`src/hw/rtl/sirc_pkg.sv`:
```
package sirc_pkg;

    localparam int LEN_W  = 16;
    localparam int CODE_W = 24;
    localparam int SHIFT_W = 20;
    localparam int CNT_W  = 5;

    localparam logic [1:0] ACT_TIMING = 2'd0;
    localparam logic [1:0] ACT_RESET  = 2'd1;

    localparam logic [1:0] STATUS_NONE  = 2'd0;
    localparam logic [1:0] STATUS_KEY   = 2'd1;
    localparam logic [1:0] STATUS_ERROR = 2'd2;

    localparam logic [1:0] VAR_12 = 2'd0;
    localparam logic [1:0] VAR_15 = 2'd1;
    localparam logic [1:0] VAR_20 = 2'd2;

    localparam logic [CNT_W-1:0] COUNT_12  = 5'd12;
    localparam logic [CNT_W-1:0] COUNT_15  = 5'd15;
    localparam logic [CNT_W-1:0] COUNT_20  = 5'd20;
    localparam logic [CNT_W-1:0] COUNT_MAX = 5'd31;

    localparam logic [2:0] REG_VARIANTS   = 3'd0;
    localparam logic [2:0] REG_UNIT       = 3'd1;
    localparam logic [2:0] REG_HDR_PULSE  = 3'd2;
    localparam logic [2:0] REG_HDR_SPACE  = 3'd3;
    localparam logic [2:0] REG_ONE_PULSE  = 3'd4;
    localparam logic [2:0] REG_ZERO_PULSE = 3'd5;
    localparam logic [2:0] REG_GAP        = 3'd6;
    localparam logic [2:0] REG_TRAILER    = 3'd7;

    localparam logic [2:0] ST_INACTIVE  = 3'd0;
    localparam logic [2:0] ST_HDR_SPACE = 3'd1;
    localparam logic [2:0] ST_BIT_PULSE = 3'd2;
    localparam logic [2:0] ST_BIT_SPACE = 3'd3;
    localparam logic [2:0] ST_FINISHED  = 3'd4;

    // d > t - m, always true when the margin exceeds the target
    function automatic logic at_least(input logic [LEN_W-1:0] d,
                                      input logic [LEN_W-1:0] t,
                                      input logic [LEN_W-1:0] m);
        logic r;
        if (m > t)
            r = 1'b1;
        else
            r = (d > (t - m));
        return r;
    endfunction

    function automatic logic near(input logic [LEN_W-1:0] d,
                                  input logic [LEN_W-1:0] t,
                                  input logic [LEN_W-1:0] m);
        logic [LEN_W:0] hi;
        hi = {1'b0, t} + {1'b0, m};
        return at_least(d, t, m) && ({1'b0, d} < hi);
    endfunction

    function automatic logic [7:0] rev8(input logic [7:0] v);
        logic [7:0] r;
        for (int i = 0; i < 8; i++)
            r[7-i] = v[i];
        return r;
    endfunction

endpackage

```
`src/hw/rtl/sirc_ir_pulse_decoder_core.sv`:
```
// Channel  Dir  Handshake          Payload
// s_*      in   s_tvalid/s_tready  tdata: length_us; tuser: action, is_pulse
// m_*      out  m_tvalid/m_tready  tdata: variant, scan_code; tuser: status
// cfg_*    in   cfg_valid/cfg_ready  cfg_index, cfg_data
//
// One result word per input word, in the cycle after acceptance; one word per cycle
// sustained while m_tready is high, set by the single decode stage feeding the
// output register. s_tready drops only while a result sits in the output register
// unaccepted. cfg_ready is always high. rst_n clears the frame state, the output valid
// and loads the register defaults.
module sirc_ir_pulse_decoder_core
    import sirc_pkg::*;
(
    input  logic        clk,
    input  logic        rst_n,
    input  logic        s_tvalid,
    output logic        s_tready,
    input  logic [15:0] s_tdata,   // [15:0] length_us
    input  logic [2:0]  s_tuser,   // [1:0] action, [2] is_pulse
    output logic        m_tvalid,
    input  logic        m_tready,
    output logic [31:0] m_tdata,   // [1:0] variant, [25:2] scan_code, [31:26] zero
    output logic [1:0]  m_tuser,   // [1:0] status
    input  logic        cfg_valid,
    output logic        cfg_ready,
    input  logic [2:0]  cfg_index,
    input  logic [15:0] cfg_data
);

    logic [2:0]       variants_reg;
    logic [LEN_W-1:0] unit_reg;
    logic [LEN_W-1:0] hdr_pulse_reg;
    logic [LEN_W-1:0] hdr_space_reg;
    logic [LEN_W-1:0] one_pulse_reg;
    logic [LEN_W-1:0] zero_pulse_reg;
    logic [LEN_W-1:0] gap_reg;
    logic [LEN_W-1:0] trailer_reg;

    logic [2:0]         state_reg, state_next;
    logic [SHIFT_W-1:0] shift_reg, shift_next;
    logic [CNT_W-1:0]   count_reg, count_next;

    logic              out_valid_reg;
    logic [1:0]        status_reg, status_next;
    logic [1:0]        variant_reg, variant_next;
    logic [CODE_W-1:0] code_reg, code_next;

    logic [1:0]       action;
    logic             is_pulse;
    logic [LEN_W-1:0] len;
    logic [LEN_W-1:0] margin;
    logic [LEN_W-1:0] gap_rem;
    logic [LEN_W-1:0] tail_len;
    logic             accept;
    logic             unit_ok;
    logic             do_finish;
    logic [7:0]       dev;
    logic [7:0]       sub;
    logic [7:0]       fn;

    assign action   = s_tuser[1:0];
    assign is_pulse = s_tuser[2];
    assign len      = s_tdata;
    assign margin   = {1'b0, unit_reg[LEN_W-1:1]};
    assign gap_rem  = (len > gap_reg) ? (len - gap_reg) : '0;
    assign unit_ok  = at_least(len, unit_reg, margin);

    assign s_tready  = !out_valid_reg || m_tready;
    assign accept    = s_tvalid && s_tready;
    assign cfg_ready = 1'b1;

    always_comb
    begin
        state_next   = state_reg;
        shift_next   = shift_reg;
        count_next   = count_reg;
        status_next  = STATUS_NONE;
        variant_next = VAR_12;
        code_next    = '0;
        do_finish    = 1'b0;
        tail_len     = len;
        dev          = '0;
        sub          = '0;
        fn           = '0;

        if (variants_reg == 3'd0)
        begin
            // all frame kinds off: every word ignored
        end
        else if (action != ACT_TIMING)
        begin
            if (action == ACT_RESET)
                state_next = ST_INACTIVE;
        end
        else if (!unit_ok)
        begin
            state_next  = ST_INACTIVE;
            status_next = STATUS_ERROR;
        end
        else
        begin
            case (state_reg)
                ST_INACTIVE:
                begin
                    if (!is_pulse || !near(len, hdr_pulse_reg, margin))
                    begin
                        state_next  = ST_INACTIVE;
                        status_next = STATUS_ERROR;
                    end
                    else
                    begin
                        count_next = '0;
                        state_next = ST_HDR_SPACE;
                    end
                end
                ST_HDR_SPACE:
                begin
                    if (is_pulse || !near(len, hdr_space_reg, margin))
                    begin
                        state_next  = ST_INACTIVE;
                        status_next = STATUS_ERROR;
                    end
                    else
                        state_next = ST_BIT_PULSE;
                end
                ST_BIT_PULSE:
                begin
                    if (!is_pulse)
                    begin
                        state_next  = ST_INACTIVE;
                        status_next = STATUS_ERROR;
                    end
                    else
                    begin
                        // shift happens even if the pulse length turns out bad
                        shift_next = {shift_reg[SHIFT_W-2:0], 1'b0};
                        if (near(len, one_pulse_reg, margin))
                        begin
                            shift_next[0] = 1'b1;
                            state_next    = ST_BIT_SPACE;
                        end
                        else if (near(len, zero_pulse_reg, margin))
                            state_next = ST_BIT_SPACE;
                        else
                        begin
                            state_next  = ST_INACTIVE;
                            status_next = STATUS_ERROR;
                        end
                        if (state_next == ST_BIT_SPACE && count_reg < COUNT_MAX)
                            count_next = count_reg + 1'b1;
                    end
                end
                ST_BIT_SPACE:
                begin
                    if (is_pulse || !at_least(len, gap_reg, margin))
                    begin
                        state_next  = ST_INACTIVE;
                        status_next = STATUS_ERROR;
                    end
                    else if (!at_least(gap_rem, unit_reg, margin))
                        state_next = ST_BIT_PULSE;
                    else
                    begin
                        do_finish = 1'b1;
                        tail_len  = gap_rem;
                    end
                end
                ST_FINISHED:
                begin
                    do_finish = 1'b1;
                end
                default:
                begin
                    state_next  = ST_INACTIVE;
                    status_next = STATUS_ERROR;
                end
            endcase

            if (do_finish)
            begin
                state_next = ST_INACTIVE;
                if (is_pulse || !at_least(tail_len, trailer_reg, margin))
                    status_next = STATUS_ERROR;
                else if (count_reg == COUNT_12)
                begin
                    dev = rev8({shift_reg[4:0], 3'b000});
                    fn  = rev8({shift_reg[11:5], 1'b0});
                    if (variants_reg[0])
                    begin
                        status_next  = STATUS_KEY;
                        variant_next = VAR_12;
                        code_next    = {dev, 8'h00, fn};
                    end
                end
                else if (count_reg == COUNT_15)
                begin
                    dev = rev8(shift_reg[7:0]);
                    fn  = rev8({shift_reg[14:8], 1'b0});
                    if (variants_reg[1])
                    begin
                        status_next  = STATUS_KEY;
                        variant_next = VAR_15;
                        code_next    = {dev, 8'h00, fn};
                    end
                end
                else if (count_reg == COUNT_20)
                begin
                    dev = rev8({shift_reg[12:8], 3'b000});
                    sub = rev8(shift_reg[7:0]);
                    fn  = rev8({shift_reg[19:13], 1'b0});
                    if (variants_reg[2])
                    begin
                        status_next  = STATUS_KEY;
                        variant_next = VAR_20;
                        code_next    = {dev, sub, fn};
                    end
                end
                else
                    status_next = STATUS_ERROR;
            end
        end
    end

    always_ff @(posedge clk or negedge rst_n)
    begin
        if (!rst_n)
        begin
            variants_reg   <= 3'd7;
            unit_reg       <= 16'd600;
            hdr_pulse_reg  <= 16'd2400;
            hdr_space_reg  <= 16'd600;
            one_pulse_reg  <= 16'd1200;
            zero_pulse_reg <= 16'd600;
            gap_reg        <= 16'd600;
            trailer_reg    <= 16'd6000;
        end
        else if (cfg_valid && cfg_ready)
        begin
            case (cfg_index)
                REG_VARIANTS:   variants_reg   <= cfg_data[2:0];
                REG_UNIT:       unit_reg       <= cfg_data;
                REG_HDR_PULSE:  hdr_pulse_reg  <= cfg_data;
                REG_HDR_SPACE:  hdr_space_reg  <= cfg_data;
                REG_ONE_PULSE:  one_pulse_reg  <= cfg_data;
                REG_ZERO_PULSE: zero_pulse_reg <= cfg_data;
                REG_GAP:        gap_reg        <= cfg_data;
                REG_TRAILER:    trailer_reg    <= cfg_data;
                default:        variants_reg   <= variants_reg;
            endcase
        end
    end

    always_ff @(posedge clk or negedge rst_n)
    begin
        if (!rst_n)
        begin
            state_reg     <= ST_INACTIVE;
            shift_reg     <= '0;
            count_reg     <= '0;
            out_valid_reg <= 1'b0;
        end
        else
        begin
            if (accept)
            begin
                state_reg <= state_next;
                shift_reg <= shift_next;
                count_reg <= count_next;
            end
            if (accept)
                out_valid_reg <= 1'b1;
            else if (m_tready)
                out_valid_reg <= 1'b0;
        end
    end

    always_ff @(posedge clk)
    begin
        if (accept)
        begin
            status_reg  <= status_next;
            variant_reg <= variant_next;
            code_reg    <= code_next;
        end
    end

    assign m_tvalid = out_valid_reg;
    assign m_tuser  = status_reg;
    assign m_tdata  = {6'd0, code_reg, variant_reg};

endmodule

```
`config.mk`:
```
export PLATFORM = sky130hd
export DESIGN_NAME = sirc_ir_pulse_decoder_core
export DESIGN_NICKNAME = d
export VERILOG_FILES = /design/src/hw/rtl/sirc_pkg.sv /design/src/hw/rtl/sirc_ir_pulse_decoder_core.sv
export SDC_FILE = /design/constraint.sdc
export NUM_CORES = 1
export LEC_CHECK = 0
export BUFFER_PORTS_ARGS = -buffer_cell sky130_fd_sc_hd__clkbuf_2
export CORE_MARGIN = 10
export CORE_UTILIZATION = 60
export DETAILED_ROUTE_END_ITERATION = 8
export GPL_TIMING_DRIVEN = 0
export PLACE_DENSITY = 0.89
export SKIP_LAST_GASP = 1
export SLEW_MARGIN = 30
export SYNTH_ARGS = -nofsm -noshare
export SYNTH_HDL_FRONTEND = slang
export SYNTH_SLANG_ARGS = --single-unit
```
`constraint.sdc`:
```
create_clock -name clk -period 9.5 [get_ports clk]
set_clock_uncertainty 0.1 [all_clocks]
set_input_delay 1.425 -clock clk [delete_from_list [all_inputs] [get_ports clk]]
set_output_delay 1.425 -clock clk [all_outputs]
set_load 0.02 [all_outputs]
```
; Yosys cells after proc, flatten, opt, wreduce, memory -nomap -nowiden
; Index checks and enable logic that the tools add are counted.
[classes]
addsub = 13
order_cmp = 21
bitwise = 4
mux = 103
eq_ne = 22
reduce_logical = 38
[ops]
columns = operator, n
row1 = $gt 16x16->1, 9
row2 = $gt 15x16->1, 7
row3 = $mux 16, 7
row4 = $sub 16x15->16, 7
row5 = $mux 24, 3
row6 = $add 16x15->17, 4
row7 = $lt 16x17->1, 4
row8 = $mux 21, 3
row9 = $mux 1, 50
row10 = $mux 2, 21
row11 = $mux 3, 12
row12 = $reduce_and 2->1, 8
row13 = $sub 16x16->16, 1
row14 = $eq 3x2->1 const B, 5
row15 = $eq 3x3->1 const B, 5
row16 = $mux 5, 3
row17 = $pmux 3 s5, 1
row18 = $eq 5x4->1 const B, 2
row19 = $pmux 2 s5, 1
row20 = $pmux 5 s2, 1
row21 = $logic_not 3->1, 3
row22 = $reduce_and 8->1, 1
row23 = $eq 3x1->1 const B, 2
row24 = $logic_and 1x1->1, 6
row25 = other kinds (19), 35
[word_totals]
word_cells = 217
output_inout_bits = 37
ff_bits = 172

; Logic depth before layout (Yosys ltp)
; Gate-level depths: netlist (run 1).
[depth]
ltp_word = 31
mapped_depth = 36
depth_no_buf = 33

; Worst setup path after synthesis (run 1)
; No wires, ideal clock.
[synth_timing]
path_type = in2reg
start = input s_tdata[0]
end = register code_reg[10], data pin
required_time_ns = 9.268
cell_stages = 34
arrival_ns = 7.867
path_buffers = 2
setup_slack_ns = 1.401
setup_ns = 0.132
cell_sequence = inv_1 ha_1 inv_1 fa_1 a21o_1 a21o_1 a21oi_1 o21ai_0 a21oi_1 a211oi_1 o21a_1 o21ai_1 clkbuf_1 nor2_1 ha_1 and4_1 and3_1 nand2_1 o21ai_0 o21ai_0 a211oi_4 buf_2 mux2_2 ha_1 nand3_1 nor3_1 nor3b_1 o21ai_0 nand3_1 nand2_1 o41ai_1 nand3_2 nor4b_4 and2_1
[synth_between]
elab_chain_cells = 24
[synth_lines]
columns = item, line_no
row1 = from (decl), sirc_ir_pulse_decoder_core.sv:18  ; input logic [15:0] s_tdata,
row2 = $sub 16x16->16 or $gt 16x16->1 (tied branches), sirc_ir_pulse_decoder_core.sv:65  ; assign gap_rem = (len > gap_reg) ? (len - gap_reg) : '0;
row3 = $mux 16, sirc_ir_pulse_decoder_core.sv:65
row4 = $gt 16x16->1, sirc_pkg.sv:47  ; r = (d > (t - m));
row5 = $mux 1, sirc_pkg.sv:44  ; if (m > t)
row6 = $mux 1, sirc_ir_pulse_decoder_core.sv:155  ; if (is_pulse || !at_least(len, gap_reg, margin))
row7 = $mux 1, sirc_ir_pulse_decoder_core.sv:102  ; case (state_reg)
row8 = $mux 1, sirc_ir_pulse_decoder_core.sv:95  ; else if (!unit_ok)
row9 = $mux 1, sirc_ir_pulse_decoder_core.sv:90  ; else if (action != ACT_TIMING)
row10 = [... 8 more ...], -
row11 = $mux 1, sirc_pkg.sv:44
row12 = $mux 1, sirc_ir_pulse_decoder_core.sv:179  ; if (do_finish)
row13 = $mux 1, sirc_ir_pulse_decoder_core.sv:95
row14 = $mux 1, sirc_ir_pulse_decoder_core.sv:90
row15 = $mux 1, sirc_ir_pulse_decoder_core.sv:86  ; if (variants_reg == 3'd0)
row16 = $logic_not 1->1, sirc_ir_pulse_decoder_core.sv:182  ; if (is_pulse || !at_least(tail_len, trailer_reg, margin))
row17 = $logic_or 1x1->1, sirc_ir_pulse_decoder_core.sv:182
row18 = $reduce_or 5->1 (no line) *, -
row19 = to (signal assigned), sirc_ir_pulse_decoder_core.sv:283  ; code_reg <= code_next;
row20 = to (decl), sirc_ir_pulse_decoder_core.sv:46  ; logic [CODE_W-1:0] code_reg, code_next;
; Every way passes the cells marked *; elsewhere a longest branch is shown, timed or not. The select of a mux whose other input is x is not followed.
; A chain may end at the register's enable or synchronous reset.

; Final worst setup path (run 1)
[layout_timing]
start = input s_tdata[0]
end = register code_reg[11], data pin
; The elaborated chain is that of the path after synthesis.

==> summary.txt, run 1 <==
Layout
  • Nets: 2,655
  • Ratio of cells with drive above 1 in the final layout: 14.2%
  • Final Non-Filler Cells: 2,643
  • Synth-to-layout area growth: 8.26%
  • Largest register FFs: 23
  • Finished Core Util: 66.0%

Synth
  • Async set-or-reset flop fraction in the synthesized netlist: 84.1%
  • Ys Warns: 0
  • Post-synth top flop: dfrtp_1
  • Post-synthesis register bit count: 170
  • Library cells used by synthesis: 84
  • Syn Area/Cell: 9.05 µm²
  • Sequential share of the synthesized area: 23.0%
  • Syn Inst Count: 2,132
  • Mapped Area: 19,300 µm²
  • Post-synth EDFFs: 27

Critical path
  • Worst Path Arrival: 9.24 ns
  • Critical path buffers and inverters: 6
  • Worst path max stage delay: 0.40 ns
  • CP max FO: 10
  • CP delay by family, top: compound AO/OA/AOI/OAI gates
  • CP Capture Type: flop
  • CP max stage cell: fa_1
  • Kind of critical path: in2reg
  • CP required: 9.73 ns
  • Setup crit start kind: input port

GRT
  • Vias in the first global route: 17,209
  • Largest net degree at the start of global routing: 80
  • First-pass GRT wire length: 87,000 µm
  • Gr ovfl total: 0
  • All-Layer GR Usage: 27.7%
  • Initial antenna violation count: 1

Place
  • Routability congestion estimate from global placement: 0.924
  • Dpl cells: 2,608
  • # port buffers: 66
  • Final HPWL from detailed placement: 44,400 µm
  • Pre-CTS setup slack: -0.819 ns

CTS
  • Clock tree buffer depth: 2
  • Clk Latency, worst-skew pair: 0.47 ns
  • Root Driver: clkbuf_16
  • CTS Buf Count: 17
  • H-tree depth: 4
  • Clock transition at path regs: 0.07 ns
  • CTS tree: built
  • CTS sink count: 170

Die
  • DIE AREA: 39,700 µm²
  • Initial Util: 61.0%
  • Num rows: 65
  • Count of boundary I/O pins: 80
  • Core box area: 31,600 µm²
  • Die Ht: 199 µm
  • Die X: 199 µm

Status
  • Status: complete, no violations

Route
  • DRC violations left: 0
  • Vias: 16,919
  • Post-Route WL: 55,100 µm
  • Drt pass-1 iters: 6
  • Antenna Nets Post-Route: 0
  • Vias per cell: 6.40
  • Drt initial violations: 1,418
  • DR WL/cell: 20.8 µm

STA
  • Tmin final: 9.01 ns
  • Setup violators final: 0
  • Worst Slack Setup Final: 0.485 ns
  • Fmax: 0.111 GHz
  • Slew Limit Fails: 0
  • Max-slew headroom at the worst pin: 28.4%
  • Final Cycle Share: 94.9%
  • Slew of the pin with the lowest slew margin: 1.07 ns
  • Final-report hold violation count: 0

Pwr
  • Maximum vdd drop: 188 µV
  • LEAKAGE: 9.61 nW
  • Power per cell area: 278 nW/µm²

Hold path
  • Worst hold path type: reg2reg

Job
  • Max-cap violation count: 0
[logic make-up after synthesis]
family / share of synthesized area (%)
DFF: 23.0
adders and majority gates: 25.4
xor gates and xnor gates: 7.13
buffers and inverters: 4.23
other: 0.0389
muxes: 7.98
AOI/OAI and AO/OA: 18.3
and+or+nand+nor: 13.9
[stage by stage]
step	hold slack [ns]	instance area [µm²]	setup TNS (ns)	total power [mW]
floorplan	0.379	19300	0	3.99
global placement	0.389	20100	-16.02	4.78
finish	0.415	20900	0	5.81
global route	0.430	20900	-0.118	6.33
detailed placement	0.399	20200	-18.62	4.97
CTS	0.414	20800	0	5.74
[cell usage after synthesis, drive strengths merged, types with 47 or more instances]
master / n / area (µm²)
ha: 373 / 4670
a21oi: 168 / 845
inv: 139 / 522
mux2: 134 / 1510
o21ai: 124 / 621
nand2: 123 / 462
xnor2: 113 / 990
nor2: 110 / 413
dfrtp: 109 / 2730
nand3: 55 / 280
clkbuf: 54 / 204
nor3: 47 / 240
[worst paths after layout]
| kind | startpoint | endpoint | slack (ns) | cells past startpoint |
|---|---|---|---|---|
| setup / recovery | s_tdata[0] | code_reg[11]$_SDFFCE_PP0P_ | 0.49 | 36 |
| hold / removal | trailer_reg[11]$_DFFE_PN0P_ | trailer_reg[11]$_DFFE_PN0P_ | 0.42 | 1 |
| setup reg to reg | unit_reg[2]$_DFFE_PN0P_ | code_reg[11]$_SDFFCE_PP0P_ | 0.74 | 33 |
| hold reg to reg | trailer_reg[11]$_DFFE_PN0P_ | trailer_reg[11]$_DFFE_PN0P_ | 0.42 | 1 |
| max in group asynchronous | rst_n | hdr_space_reg[3]$_DFFE_PN1P_ | 7.65 | 3 |
| min in group asynchronous | rst_n | count_reg[0]$_DFFE_PN0P_ | 0.88 | 2 |
[layout by cell type, fill, tap and decap left out, drive strengths merged, types with 11 or more instances in the layout]
cell type and count:
ha 373, a21oi 168, inv 144, clkbuf 138
mux2 134, o21ai 124, nand2 123, xnor2 113
nor2 110, dfrtp 109, nand3 55, nor3 47
xor2 44, a21o 39, dfstp 34, nor2b 33
nand2b 33, o21a 30, and2 29, edfxtp 27
a211oi 23, nand4 22, o21bai 21, buf 18
o211ai 17, a22oi 14, and3 14, a31oi 13
a221oi 13, fa 12, or3 11, a211o 11
[area by class of cell]
| type | count | area [µm²] |
|---|---|---|
| Sequential cell | 170 | 4430 |
| Clock buffer | 18 | 439 |
| Antenna cell | 1 | 2.50 |
| Tap cell | 402 | 503 |
| Timing Repair Buffer | 70 | 409 |
| Inverter | 139 | 526 |
| Clock inverter | 14 | 181 |
| Fill cell | 2548 | 10800 |
| Buffer | 68 | 295 |
| Multi-Input combinational cell | 1761 | 14100 |
[where the power goes]
group          internal (mW)  switching [mW]  leakage, nW
clock                  0.406           0.343        0.305
combinational           1.72            2.32         7.31
sequential             0.879           0.140         1.99
[routing by layer]
layer  vias up  global-route usage, %  share of wire, %
met5         -                      0                 0
li1       7964                      -                 -
met1      8199                   32.5                41
met2       584                   48.3                49
met4         0                   15.3               5.3
met3       172                   3.41               5.5
[repair_timing]
item / CTS / global route
hold buffers: 0 / 0
gates resized for setup: 0 / 6
pin swaps: 1 / 1
setup buffers: 1 / 1
setup endpoints to repair: 24 / 27
No activity file was read; power rests on OpenSTA's default activity.
==> inputs of run 2 (changes only) <==
- CAP_MARGIN: not set -> 20
- CORE_UTILIZATION: 60 -> 30
- PLACE_DENSITY: 0.89 -> 0.49
==> summary.txt, run 2 (synthesis results as in run 1) <==
Pwr
  • Power share of the clock group: 12.5% (was 12.9%)
  • Maximum vdd drop: 136 µV (was 188 µV)
  • Sw frac: 49.0% (was 48.3%)
  • Int Pwr: 2.96 mW (was 3.00 mW)
  • Power per cell area: 271 nW/µm² (was 278 nW/µm²)
  • Seq pwr share: 17.6% (was 17.5%)
  • Logic pwr share: 69.9% (was 69.6%)
  • NetSw: 2.84 mW (was 2.81 mW)
  • LEAKAGE: 9.60 nW (was 9.61 nW)

Status
  • Status: complete, no violations (unchanged)

CTS
  • CTS sink count: 170 (unchanged)
  • CTS Buf Count: 17 (unchanged)
  • H-tree depth: 4 (unchanged)
  • CTS Hold Bufs: 0 (unchanged)
  • Clock tree buffer depth: 2 (unchanged)
  • Root Driver: clkbuf_16 (unchanged)
  • CTS tree: built (unchanged)
  • Clk Latency, worst-skew pair: 0.50 ns (was 0.47 ns)
  • Clock transition at path regs: 0.08 ns (was 0.07 ns)

Die
  • Core box area: 63,300 µm² (was 31,600 µm²)
  • Count of boundary I/O pins: 80 (unchanged)
  • Initial Util: 30.5% (was 61.0%)
  • Die X: 274 µm (was 199 µm)
  • Num rows: 92 (was 65)
  • DIE AREA: 74,800 µm² (was 39,700 µm²)
  • Die Ht: 274 µm (was 199 µm)

Layout
  • Reg area: 4430 µm² (unchanged)
  • Synth-to-layout area growth: 11.0% (was 8.26%)
  • Footprint of the multi-input gates: 14,100 µm² (about the same)
  • Ratio of cells with drive above 1 in the final layout: 14.3% (was 14.2%)
  • Commonest non-fill, non-tap cell in the layout: ha_1 (unchanged)
  • Most frequent cells in the layout: ha_1 (373), a21oi_1 (167), inv_1 (138) (unchanged)
  • Largest register FFs: 23 (unchanged)
  • Nets: 2,655 (unchanged)
  • Ant. Diodes: 0 (was 1)
  • Final Non-Filler Cells: 3,086 (was 2,643)
  • Filler Cell Count: 6,613 (was 2,548)

Critical path
  • CP max FO: 10 (unchanged)
  • Worst Path Arrival: 9.26 ns (was 9.24 ns)
  • Worst path max stage delay: 0.40 ns (about the same)
  • Reg2reg path depth: 33 (unchanged)
  • R2r endpoint: m_tuser[0]$_SDFFCE_PP0P_ (was code_reg[11]$_SDFFCE_PP0P_)
  • CP Capture Type: flop (unchanged)
  • CP required: 9.76 ns (was 9.73 ns)
  • Kind of critical path: in2reg (unchanged)
  • Setup crit start kind: input port (unchanged)
  • Reg2reg start: unit_reg[2]$_DFFE_PN0P_ (unchanged)
  • Register-to-register setup slack: 0.57 ns (was 0.74 ns)
  • CP max stage cell: fa_1 (unchanged)

Place
  • Final HPWL from detailed placement: 50,600 µm (was 44,400 µm)
  • Dpl cells: 3,052 (was 2,608)
  • Routability congestion estimate from global placement: 0.863 (was 0.924)
  • # port buffers: 66 (unchanged)

Hold path
  • Worst hold path type: reg2reg (unchanged)
  • HP Start: trailer_reg[0]$_DFFE_PN0P_ (was trailer_reg[11]$_DFFE_PN0P_)
  • Hold EP: trailer_reg[0]$_DFFE_PN0P_ (was trailer_reg[11]$_DFFE_PN0P_)
  • Hold Path Stages: 1 (unchanged)

GRT
  • All-Layer GR Usage: 16.0% (was 27.7%)
  • Gr ovfl total: 0 (unchanged)
  • Largest net degree at the start of global routing: 74 (was 80)
  • Vias in the first global route: 16,560 (was 17,209)
  • Initial antenna violation count: 0 (was 1)
  • First-pass GRT wire length: 91,900 µm (was 87,000 µm)

Route
  • DRC violations left: 0 (unchanged)
  • Drt initial violations: 775 (was 1,418)
  • Vias: 16,089 (was 16,919)
  • DR WL/cell: 19.4 µm (was 20.8 µm)
  • Antenna Nets Post-Route: 0 (unchanged)
  • Vias per cell: 5.21 (was 6.40)
  • Drt pass-1 iters: 5 (was 6)
  • Post-Route WL: 60,000 µm (was 55,100 µm)

STA
  • Final Cycle Share: 94.7% (was 94.9%)
  • RSZ-0062 raised after global routing: yes
  • Max-slew headroom at the worst pin: 37.8% (was 28.4%)
  • Slew Limit Fails: 0 (unchanged)
  • Setup violators final: 0 (unchanged)
  • Setup tns final: 0 ns (unchanged)
  • Slew of the pin with the lowest slew margin: 0.920 ns (was 1.07 ns)
  • Tmin final: 9.00 ns (was 9.01 ns)
  • Fmax: 0.111 GHz (about the same)
  • Final-report hold violation count: 0 (unchanged)
  • Hold slack final: 0.420 ns (was 0.415 ns)

Job
  • Max-cap violation count: 0 (unchanged)
==> run 2: cell count changes in the layout (fill, tap and decap cells not counted), moves of 2 or more <==
cell	change
inv_8	+4
bufinv_16	-2
clkinv_4	-2
inv_6	-2
==> run 2: critical path, delay by kind of cell <==
| kind | cells | cell delay (ns) |
|---|---|---|
| adders and majority gates | 4 | 1.25 |
| muxes | 1 | 0.37 |
| and+or+nand+nor | 11 | 2.04 |
| buffers and inverters | 6 | 1.39 |
| AOI/OAI and AO/OA | 14 | 2.76 |
==> run 2: per-layer routing <==
layer | share of wire [%] | up-vias | GRT usage [%]
met5 | 0 | - | 0
met4 | 2.5 | 0 | 5.50
met3 | 2.7 | 64 | 2.08
met2 | 47 | 264 | 27.2
met1 | 47 | 7817 | 20.6
li1 | - | 7944 | -
==> run 2: final cells by class <==
type	instances	area share (%)
Timing Repair Buffer	70	1.91
Clock inverter	14	0.678
Sequential cell	170	20.7
Tap cell	846	4.94
Clock buffer	18	2.10
Multi-Input combinational cell	1761	65.8
Buffer	68	1.38
Inverter	139	2.45
==> run 2: what timing repair did <==
item,CTS,global route
resized for setup,3,4
setup buffers,1,1
endpoints found under the setup margin,27,27
pin swaps,1,1
==> run 2: stage by stage <==
stage / total power, mW / setup WS [ns] / area [µm²] / util, %
global route: 6.40 / -0.0517 / 21400 / 33.8
finish: 5.80 / 0.499 / 21400 / 33.8
CTS: 5.83 / 0.127 / 21400 / 33.8
detailed placement: 5.06 / -1.29 / 20800 / 32.8
global placement: 4.97 / -1.35 / 20700 / 32.7
floorplan: 3.99 / 1.40 / 19300 / -
==> run 2: how the worst max path moves through the flow <==
stage,startpoint,to,slack [ns]
floorplan,s_tdata[0],code_reg[10]$_SDFFCE_PP0P_,1.40
global placement,s_tdata[0],m_tuser[0]$_SDFFCE_PP0P_,-1.35
detailed placement,s_tdata[0],m_tuser[0]$_SDFFCE_PP0P_,-1.29
CTS,s_tdata[0],m_tuser[0]$_SDFFCE_PP0P_,0.13
global route,s_tdata[0],m_tuser[0]$_SDFFCE_PP0P_,-0.05
finish,s_tdata[0],m_tuser[0]$_SDFFCE_PP0P_,0.50
==> run 2: power by group through the flow <==
stage	Clock (mW)	Combinational, mW	Sequential [mW]
4_1_cts	0.756	4.05	1.02
3_3_place_gp	0	3.94	1.03
5_1_grt	0.778	4.58	1.04
6_report	0.728	4.05	1.02
3_5_place_dp	0	4.03	1.04
2_1_floorplan	0	3.01	0.982
